===== config.mk =====
export PLATFORM = sky130hd
export DESIGN_NAME = day_count_between_dates_unit
export DESIGN_NICKNAME = d
export VERILOG_FILES = /design/src/dcbd_pkg.sv /design/src/day_count_between_dates_unit.sv
export SDC_FILE = /design/constraint.sdc
export NUM_CORES = 1
export LEC_CHECK = 0
export ABC_CLOCK_PERIOD_IN_PS = 9200
export BUFFER_PORTS_ARGS = -buffer_cell sky130_fd_sc_hd__buf_2
export CAP_MARGIN = 40
export CORE_UTILIZATION = 35
export CTS_CLUSTER_SIZE = 12
export DETAILED_ROUTE_END_ITERATION = 8
export HOLD_SLACK_MARGIN = 0.15
export PLACE_DENSITY = 0.59
export REMOVE_ABC_BUFFERS = 1
export SLEW_MARGIN = 20
export SYNTH_ARGS = -nofsm -noshare
export SYNTH_HDL_FRONTEND = slang
export SYNTH_SLANG_ARGS = --single-unit

===== constraint.sdc =====
create_clock -name clk -period 9.2 [get_ports clk]
set_clock_uncertainty 0.15 [all_clocks]
set_input_delay 0.92 -clock clk [delete_from_list [all_inputs] [get_ports clk]]
set_output_delay 0.92 -clock clk [all_outputs]
set_load 0.01 [all_outputs]

===== src/dcbd_pkg.sv =====
// Widths, constants and month table for the day count between dates unit.
package dcbd_pkg;

  localparam int DAY_W  = 5;
  localparam int MON_W  = 4;
  localparam int YEAR_W = 14;
  localparam int CNT_W  = 22;
  // Day number of the largest 14-bit year stays below 2^23.
  localparam int DN_W   = 23;
  localparam int MDAY_W = 9;
  localparam int Q_W    = 8;
  localparam int LEAP_W = 13;

  // floor(y / 100) as (y * RECIP_100) >> RECIP_SHIFT, exact for all 14-bit y
  localparam int RECIP_100   = 5243;
  localparam int RECIP_SHIFT = 19;
  localparam int PROD_W      = YEAR_W + 13;

  localparam logic [CNT_W-1:0] CNT_MAX = {CNT_W{1'b1}};

  typedef logic [MDAY_W-1:0] mday_t;

  typedef struct packed {
    logic [DAY_W-1:0]  day;
    logic [MON_W-1:0]  month;
    logic [YEAR_W-1:0] year;
  } date_t;

  // Days of the months before month m; month 0 adds none, 13 and up add all twelve.
  function automatic mday_t days_before_month(input logic [MON_W-1:0] m);
    mday_t v;
    unique case (m)
      4'd0, 4'd1: v = 9'd0;
      4'd2:       v = 9'd31;
      4'd3:       v = 9'd59;
      4'd4:       v = 9'd90;
      4'd5:       v = 9'd120;
      4'd6:       v = 9'd151;
      4'd7:       v = 9'd181;
      4'd8:       v = 9'd212;
      4'd9:       v = 9'd243;
      4'd10:      v = 9'd273;
      4'd11:      v = 9'd304;
      4'd12:      v = 9'd334;
      default:    v = 9'd365;
    endcase
    return v;
  endfunction

endpackage


===== src/day_count_between_dates_unit.sv =====
// Gregorian day count between two dates, four-stage pipeline.
//
// Usage:
//   Drive the two dates and count_end_day and raise start for one cycle.
//   The item is taken at the rising edge where start is high and busy is
//   low. busy stays low: the pipeline takes one date pair every cycle.
//   After the transfer the item passes the stage registers in order, and
//   day_count is on the port for exactly one cycle with done high; results
//   leave in the order items came in.
//   The pipeline takes one item per cycle. The stages are:
//   reciprocal multiply for the century quotient, leap and year-day terms,
//   day number sum, and difference with clamping.
//   day_count is 0 when the first date is not strictly earlier than the
//   second, clamped at 0 if the day numbers run the other way, and
//   saturated at the 22-bit maximum.
//   Reset (rst, synchronous, active high) clears the valid bits so no
//   stale result is flagged; the payload registers are not cleared.
//   The receiver cannot stall: each result must be taken in its cycle.
module day_count_between_dates_unit (
  input  logic                          clk,
  input  logic                          rst,
  input  logic                          start,
  output logic                          busy,
  input  logic [dcbd_pkg::DAY_W-1:0]    start_day,
  input  logic [dcbd_pkg::MON_W-1:0]    start_month,
  input  logic [dcbd_pkg::YEAR_W-1:0]   start_year,
  input  logic [dcbd_pkg::DAY_W-1:0]    end_day,
  input  logic [dcbd_pkg::MON_W-1:0]    end_month,
  input  logic [dcbd_pkg::YEAR_W-1:0]   end_year,
  input  logic                          count_end_day,
  output logic                          done,
  output logic [dcbd_pkg::CNT_W-1:0]    day_count
);

  // Index 0 is the first date, index 1 the second.
  dcbd_pkg::date_t                      dt [2];

  // Stage 1 registers
  logic                                 v1;
  logic                                 earlier1;
  logic                                 inc1;
  logic [dcbd_pkg::YEAR_W-1:0]          y1 [2];
  logic [dcbd_pkg::Q_W-1:0]             q1 [2];
  logic [dcbd_pkg::DAY_W-1:0]           d1 [2];
  dcbd_pkg::mday_t                      md1 [2];
  logic                                 late1 [2];

  // Stage 2 registers
  logic                                 v2;
  logic                                 earlier2;
  logic                                 inc2;
  logic [dcbd_pkg::DN_W-1:0]            y365_2 [2];
  logic [dcbd_pkg::LEAP_W-1:0]          leaps2 [2];
  logic                                 ladd2 [2];
  logic [dcbd_pkg::DAY_W-1:0]           d2 [2];
  dcbd_pkg::mday_t                      md2 [2];

  // Stage 3 registers
  logic                                 v3;
  logic                                 earlier3;
  logic                                 inc3;
  logic [dcbd_pkg::DN_W-1:0]            dn3 [2];

  // Combinational signals
  logic                                 accept;
  logic                                 earlier_c;
  logic [dcbd_pkg::Q_W-1:0]             q_c [2];
  logic [dcbd_pkg::PROD_W-1:0]          prod_c [2];
  logic [dcbd_pkg::YEAR_W-1:0]          r_c [2];
  logic                                 rnz_c [2];
  logic                                 leap_c [2];
  logic [dcbd_pkg::LEAP_W-1:0]          leaps_c [2];
  logic [dcbd_pkg::DN_W-1:0]            dn_c [2];
  logic [dcbd_pkg::DN_W:0]              diff_c;
  logic [dcbd_pkg::CNT_W-1:0]           day_count_next;

  assign busy   = 1'b0;
  assign accept = start && !busy;

  assign dt[0] = '{day: start_day, month: start_month, year: start_year};
  assign dt[1] = '{day: end_day,   month: end_month,   year: end_year};

  assign earlier_c = (start_year < end_year) ||
                     ((start_year == end_year) &&
                      ((start_month < end_month) ||
                       ((start_month == end_month) && (start_day < end_day))));

  // Stage 1: century quotient by reciprocal multiply, month lookup
  always_comb begin
    for (int i = 0; i < 2; i++) begin
      prod_c[i] = dcbd_pkg::PROD_W'(dt[i].year) * dcbd_pkg::PROD_W'(dcbd_pkg::RECIP_100);
      q_c[i]    = prod_c[i][dcbd_pkg::RECIP_SHIFT +: dcbd_pkg::Q_W];
    end
  end

  always_ff @(posedge clk) begin
    if (rst) begin
      v1 <= 1'b0;
    end else begin
      v1 <= accept;
    end
    earlier1 <= earlier_c;
    inc1     <= count_end_day;
    for (int i = 0; i < 2; i++) begin
      y1[i]    <= dt[i].year;
      q1[i]    <= q_c[i];
      d1[i]    <= dt[i].day;
      md1[i]   <= dcbd_pkg::days_before_month(dt[i].month);
      late1[i] <= (dt[i].month >= dcbd_pkg::MON_W'(3));
    end
  end

  // Stage 2: leap days in earlier years, leap flag, year days
  always_comb begin
    for (int i = 0; i < 2; i++) begin
      r_c[i]    = y1[i] - (dcbd_pkg::YEAR_W'(q1[i]) * dcbd_pkg::YEAR_W'(100));
      rnz_c[i]  = (r_c[i] != '0);
      leap_c[i] = rnz_c[i] ? (y1[i][1:0] == 2'b00) : (q1[i][1:0] == 2'b00);
      // ceil(y/4) - ceil(y/100) + ceil(y/400); one extra bit keeps y+3 from wrapping
      leaps_c[i] = dcbd_pkg::LEAP_W'(((dcbd_pkg::YEAR_W + 1)'(y1[i])
                                      + (dcbd_pkg::YEAR_W + 1)'(3)) >> 2)
                 - dcbd_pkg::LEAP_W'(q1[i]) - dcbd_pkg::LEAP_W'(rnz_c[i])
                 + dcbd_pkg::LEAP_W'(q1[i] >> 2)
                 + dcbd_pkg::LEAP_W'(rnz_c[i] || (q1[i][1:0] != 2'b00));
    end
  end

  always_ff @(posedge clk) begin
    if (rst) begin
      v2 <= 1'b0;
    end else begin
      v2 <= v1;
    end
    earlier2 <= earlier1;
    inc2     <= inc1;
    for (int i = 0; i < 2; i++) begin
      y365_2[i] <= dcbd_pkg::DN_W'(y1[i]) * dcbd_pkg::DN_W'(365);
      leaps2[i] <= leaps_c[i];
      ladd2[i]  <= late1[i] && leap_c[i];
      d2[i]     <= d1[i];
      md2[i]    <= md1[i];
    end
  end

  // Stage 3: day numbers
  always_comb begin
    for (int i = 0; i < 2; i++) begin
      dn_c[i] = y365_2[i] + dcbd_pkg::DN_W'(leaps2[i]) + dcbd_pkg::DN_W'(md2[i])
              + dcbd_pkg::DN_W'(d2[i]) + dcbd_pkg::DN_W'(ladd2[i]);
    end
  end

  always_ff @(posedge clk) begin
    if (rst) begin
      v3 <= 1'b0;
    end else begin
      v3 <= v2;
    end
    earlier3 <= earlier2;
    inc3     <= inc2;
    for (int i = 0; i < 2; i++) begin
      dn3[i] <= dn_c[i];
    end
  end

  // Stage 4: difference, clamp at zero, saturate at the top
  always_comb begin
    diff_c = {1'b0, dn3[1]} - {1'b0, dn3[0]} + (dcbd_pkg::DN_W + 1)'(inc3);
    if (!earlier3 || diff_c[dcbd_pkg::DN_W]) begin
      day_count_next = '0;
    end else if (diff_c[dcbd_pkg::DN_W-1:dcbd_pkg::CNT_W] != '0) begin
      day_count_next = dcbd_pkg::CNT_MAX;
    end else begin
      day_count_next = diff_c[dcbd_pkg::CNT_W-1:0];
    end
  end

  always_ff @(posedge clk) begin
    if (rst) begin
      done <= 1'b0;
    end else begin
      done <= v3;
    end
    day_count <= day_count_next;
  end

  // A result strobe only follows an earlier matching transfer.
  a_done_after_start: assert property (@(posedge clk) disable iff (rst)
    done |-> $past(accept, 4))
    else $error("done without a matching transfer");

  // No result strobe in the cycle after reset.
  a_quiet_after_reset: assert property (@(posedge clk)
    rst |=> !done)
    else $error("done raised right after reset");

  // A pair whose first date is not earlier yields zero.
  a_zero_if_not_earlier: assert property (@(posedge clk) disable iff (rst)
    (v3 && !earlier3) |=> (done && (day_count == '0)))
    else $error("nonzero count for dates not in order");

  // Every stage-3 item reaches the output.
  a_stage_to_done: assert property (@(posedge clk) disable iff (rst)
    v3 |=> done)
    else $error("item dropped in last stage");

endmodule

Yosys cells after proc, flatten, opt, wreduce, memory -nomap -nowiden --
Memory sizes are Yosys's and may differ from the RTL's. Index checks and enable logic that the tools add are counted.
Storage, ports and cells: flip-flop bits (word level) 32, memory bits (writable) 222, bits in read-only memories 288, word-level logic and storage cells 80, memories 13
Operators by class: add/subtract/negate cells 22, multipliers 6, magnitude comparators 5, equal/unequal tests 2, muxes and demuxes 3, reductions and logical operators 18
Memories:
- (name not given) | words 16, bits a word 9, read ports 1, clocked after memory_dff 0, write ports 0, RTL line dcbd_pkg.sv:32 | unique case (m)
- (name not given) | words 16, bits a word 9, read ports 1, clocked after memory_dff 0, write ports 0, RTL line dcbd_pkg.sv:32
- dn3 | words 2, bits a word 23, read ports 2, clocked after memory_dff 0, write ports 2, RTL line day_count_between_dates_unit.sv:62 | logic [dcbd_pkg::DN_W-1:0] dn3 [2];
- y365_2 | words 2, bits a word 23, read ports 2, clocked after memory_dff 0, write ports 2, RTL line day_count_between_dates_unit.sv:52 | logic [dcbd_pkg::DN_W-1:0] y365_2 [2];
- y1 | words 2, bits a word 14, read ports 2, clocked after memory_dff 0, write ports 2, RTL line day_count_between_dates_unit.sv:42 | logic [dcbd_pkg::YEAR_W-1:0] y1 [2];
- leaps2 | words 2, bits a word 13, read ports 2, clocked after memory_dff 0, write ports 2, RTL line day_count_between_dates_unit.sv:53 | logic [dcbd_pkg::LEAP_W-1:0] leaps2 [2];
- +7 memories
Operators with widths (count):
- $mul A14 B13 Y27 const B | 2
- $add A23 B1 Y23 | 2
- $add A23 B13 Y23 | 2
- $add A23 B5 Y23 | 2
- $add A23 B9 Y23 | 2
- $mul A14 B9 Y23 const B | 2
- $add A14 B2 Y15 const B | 2
- $reduce_bool A14 Y1 | 2
- $sub A14 B14 Y14 | 2
- $add A13 B1 Y13 | 2
- $add A13 B6 Y13 | 2
- $sub A13 B1 Y13 | 2
- $sub A13 B8 Y13 | 2
- $add A24 B1 Y24 | 1
- $mul A8 B5 Y12 const B | 2
- $sub A23 B23 Y24 | 1
- $mux W22 | 1
- $eq A14 B14 Y1 | 1
- $lt A14 B14 Y1 | 1
- $ge A4 B2 Y1 const B | 2
- $logic_not A2 Y1 | 4
- $logic_or A1 B1 Y1 | 5
- $lt A5 B5 Y1 | 1
- $eq A4 B4 Y1 | 1
- other kinds (5) | 10

Longest topological paths before layout --
An unclocked memory read counts as a cell.
word-level depth 7, depth in mapped cells 33, mapped depth without buffers 33

Worst setup path after synthesis --
No wires, ideal clock.
path type register to register, from memory q1[0][10] in the netlist's numbering, to memory leaps2[0][25] in the netlist's numbering, library setup time 0.072 ns, arrival time 6.834 ns, slack 2.144 ns, cell stages (with the launch flop) 29, buffers on the path 0, period minus slack after synthesis 7.056 ns, path through dfxtp_1 ha_1 ha_1 fa_1 ha_1 nor2b_1 o21ai_0 nand2b_1 a21o_1 a21oi_1 xor2_1 ha_1 xnor3_1 or3_1 a21oi_1 nand2_1 fa_1 fa_1 a21o_1 fa_1 a21o_1 a21oi_1 o21bai_1 a21oi_1 nor2b_1 o21a_1 o31a_1 o41ai_1 xnor2_1
RTL lines:
- start, declared | RTL line day_count_between_dates_unit.sv:43 | logic [dcbd_pkg::Q_W-1:0] q1 [2];
- end, declared | RTL line day_count_between_dates_unit.sv:53

==> metrics list <==
- Die Outline Area: about 73000 um^2
* Proportion of synthesized chip area in sequential cells: 0.202
- Per-instance average area after synthesis: 10.0 um^2
- Number of nets in the finished design: about 3500
- DRC viols: 0
* Clock transition at the register clock pins on the worst setup and hold paths after CTS: around 0.060 ns
- CTS built an H-tree with a depth of 1.
- The detailed router used layers up to and including met5.
- Worst hold path cell count: 0
- Hold Crit Endpoint: md2[0][9]
* Post-synthesis instance area: 25200 um^2
* Category of cells accounting for the largest share of critical-path delay: adder cells
- For this design, the CTS-stage hold fixing added 0 buffers.
- The first global-routing pass estimated roughly 86 mm of wire.
- Count of max-cap constraint violations: 0
- Length of routed wiring on met1: ~26 mm
- Of the available clock period, the critical path in the final layout requires 0.834.
* Compound-cell area share of the yosys netlist: 0.0969
* Data arrival, critical path: approximately 8.1 ns
* Source of the worst hold timing path: md1[0][9]
- Setup violations remaining at the end of the flow were counted as 0.
- The initial utilization of the core area, before any placement, comes to 0.353.
- Detailed-routed wire length on met2: 22.1 mm
* WL/cell: ~14 um
* Via count of the first global-routing pass: approximately 17000
- Buf/Inv on CP: 0
- Across all layers, the routed design uses 16600 vias.
* Worst EP required: about 9.6 ns
- Post-detail-place hpwl: 43.5 mm
* Slew at the pin closest to its max-slew limit: ~0.8 ns
- Fraction of layout cells with a size suffix above 1: 0.0578
- Internal reg-to-reg setup slack: between 1.5 and 2 ns
* Post-CTS sizing: 0
- After detailed routing, the number of vias per cell comes to 4.62.
- Synth Area in Simple Gates: 0.0714
- The first detailed-routing pass ran for 5 iterations.
* Count of pins on the block boundary: 74
- Die Ht: 270 um
- Most used cell along the critical path: sky130_fd_sc_hd__a21oi_1
- At the later pin of the worst-skew pair, clock insertion delay measures approximately 0.6 ns.
- The initial antenna violation count is 14.
- Yosys Warn Count: 0
- Post-synthesis share of cell area spent on xor and xnor gates: 0.0550
- Number of max-slew violations in the final report: 0
- Hold Path Class: flip-flop to flip-flop
- Crit path max-delay cell type: sky130_fd_sc_hd__fa_1
* Post-CTS setup-driven buffer insertion count: 0
- After synthesis, the largest family of logic cells by area is adder cells.
- Number of rows created at floorplan: 98
* Maximum clock path buffer count: 3
- RSZ-0062 raised after global routing: no
* Area grow syn2layout: 10.1%
- Number of buffers added by the clock tree synthesis step: 31
* Core region area: 71400 um^2
* Crit-path max cell delay: approximately 0.55 ns
- TritonCTS built the clock tree.
- Routability-driven placement finished with a final weighted congestion of 0.827.
* Arithmetic-cell share of the synthesized area counting full adders, half adders and majority gates: 0.486
- R2R depth: 31
- Final antenna-violating net count: 0
- Aggregate routed wire length: around 51 mm
- CTS sink count: 254
- Primary flip-flop cell chosen by synthesis mapping: sky130_fd_sc_hd__dfxtp_1
- Counting flops with an async set or reset pin after synthesis yields a share of 0.
- Summed over all layers, the global routing overflow is 0.
- Yosys cell types: just under 80
- The worst register-to-register path ends at leaps2[0][25].
- The die is ~270 um wide.
- Share of synthesized area spent on multiplexers: 0.00635
- Count of buffers from port buffering: 72
* Critical Path Sink Type: flip-flop
* Total GRT Usage: 0.144
- Number of enable-type register cells in the synthesized netlist: 0
- The startpoint identified for the worst register-to-register timing path is q1[0][10].
- Cells after Synth: ~2500
- Met3 wirelength from detailed routing: ~1.9 mm
- Most frequent cells in the layout: sky130_fd_sc_hd__ha_1, sky130_fd_sc_hd__inv_1, sky130_fd_sc_hd__fa_1
* Number of storage elements in the synthesis netlist: between 200 and 300
- The run finished with clean final reports.
- The library cell used most frequently in the layout, excluding fill and tap cells, is sky130_fd_sc_hd__ha_1.
* Post-layout minimum cycle time: between 7 and 8 ns
- Setup total negative slack on the finished layout was measured at 0 ns.
- CP Class: flip-flop to flip-flop
- Maximum number of pins on one net before global-route repair: 23
* Slew Limit Headroom: 0.451
- The worst setup path is launched from a flip-flop.
- The final count of hold timing violations is 0.
- For this block, the initial DRC count from the detailed router was 664.
- Static timing analysis puts the maximum clock frequency at approximately 0.13 GHz.
* Clock root buffer master: sky130_fd_sc_hd__clkbuf_16
- Crit-path max FO: 6
## flip-flops by register name, summed over array words and instances, names as in the netlist, 10 cells and up
name       cells
md1           18
d2            10
y1            28
q1            16
d1            10
dn3           46
y365_2        46
leaps2        26
md2           18
day_count     22
## per-layer routing
metal	vias to the layer above	global-route usage
met3	72	0.0253
li1	8465	-
met2	176	0.226
met4	24	0.0287
met1	7815	0.205
met5	-	0
## how the worst max path moves through the flow
stage | from | to | slack [ns] | cells after the start
2_1_floorplan | q1[0][10] | leaps2[0][25] | 2.14 | 28
3_3_place_gp | q1[0][11] | leaps2[0][25] | 1.64 | 31
3_5_place_dp | q1[0][10] | leaps2[0][25] | 1.60 | 31
4_1_cts | q1[0][10] | leaps2[0][25] | 1.51 | 31
5_1_grt | q1[0][3] | leaps2[0][12] | 1.01 | 27
6_report | q1[0][10] | leaps2[0][25] | 1.53 | 31
## cell families after synthesis
kind of cell	Yosys count
adder cells (fa/ha/maj)	819
buffers and inverters	549
AND/OR/NAND/NOR	362
AO/OA/AOI/OAI	360
flip-flops	254
XOR/XNOR	156
multiplexers	13
other	1
## per-stage QoR
step	cell area, um^2	setup WS, ns	util	hold WS, ns	std cells
floorplan	25200	2.14	-	0.160	2503
global placement	26700	1.64	0.374	0.161	3525
detailed placement	26700	1.60	0.374	0.162	3525
CTS	27800	1.51	0.389	0.174	3580
global route	27800	1.01	0.389	0.181	3582
finish	27800	1.53	0.389	0.173	3582
## Yosys cell counts (10+ instances only)
master	n	area (um^2)
sky130_fd_sc_hd__a211oi_1	10	75.1
sky130_fd_sc_hd__a21boi_0	10	75.1
sky130_fd_sc_hd__a21o_1	41	308
sky130_fd_sc_hd__a21oi_1	110	551
sky130_fd_sc_hd__a31oi_1	10	62.6
sky130_fd_sc_hd__and3_1	18	113
sky130_fd_sc_hd__dfxtp_1	254	5080
sky130_fd_sc_hd__fa_1	268	5370
sky130_fd_sc_hd__ha_1	551	6890
sky130_fd_sc_hd__inv_1	538	2020
sky130_fd_sc_hd__nand2_1	60	225
sky130_fd_sc_hd__nand2b_1	14	87.6
sky130_fd_sc_hd__nand3_1	33	165
sky130_fd_sc_hd__nand4_1	14	87.6
sky130_fd_sc_hd__nor2_1	108	405
sky130_fd_sc_hd__nor2b_1	31	194
sky130_fd_sc_hd__nor3_1	40	200
sky130_fd_sc_hd__o211ai_1	11	82.6
sky130_fd_sc_hd__o21a_1	27	203
sky130_fd_sc_hd__o21ai_0	57	285
sky130_fd_sc_hd__o21bai_1	16	120
sky130_fd_sc_hd__or3_1	12	75.1
sky130_fd_sc_hd__xnor2_1	102	893
sky130_fd_sc_hd__xor2_1	52	455
## cell type report
| type | instances | area (um^2) |
|---|---|---|
| Fill cell | 7105 | 43600 |
| Multi-Input combinational cell | 1711 | 18100 |
| Sequential cell | 254 | 5080 |
| Inverter | 538 | 2020 |
| Tap cell | 950 | 1190 |
| Clock buffer | 37 | 828 |
| Timing Repair Buffer | 72 | 360 |
| Clock inverter | 18 | 225 |
| Antenna cell | 2 | 5.00 |
Power is not shown: default switching activity piles up to over one toggle a cycle in this logic, so the estimate is an artifact.
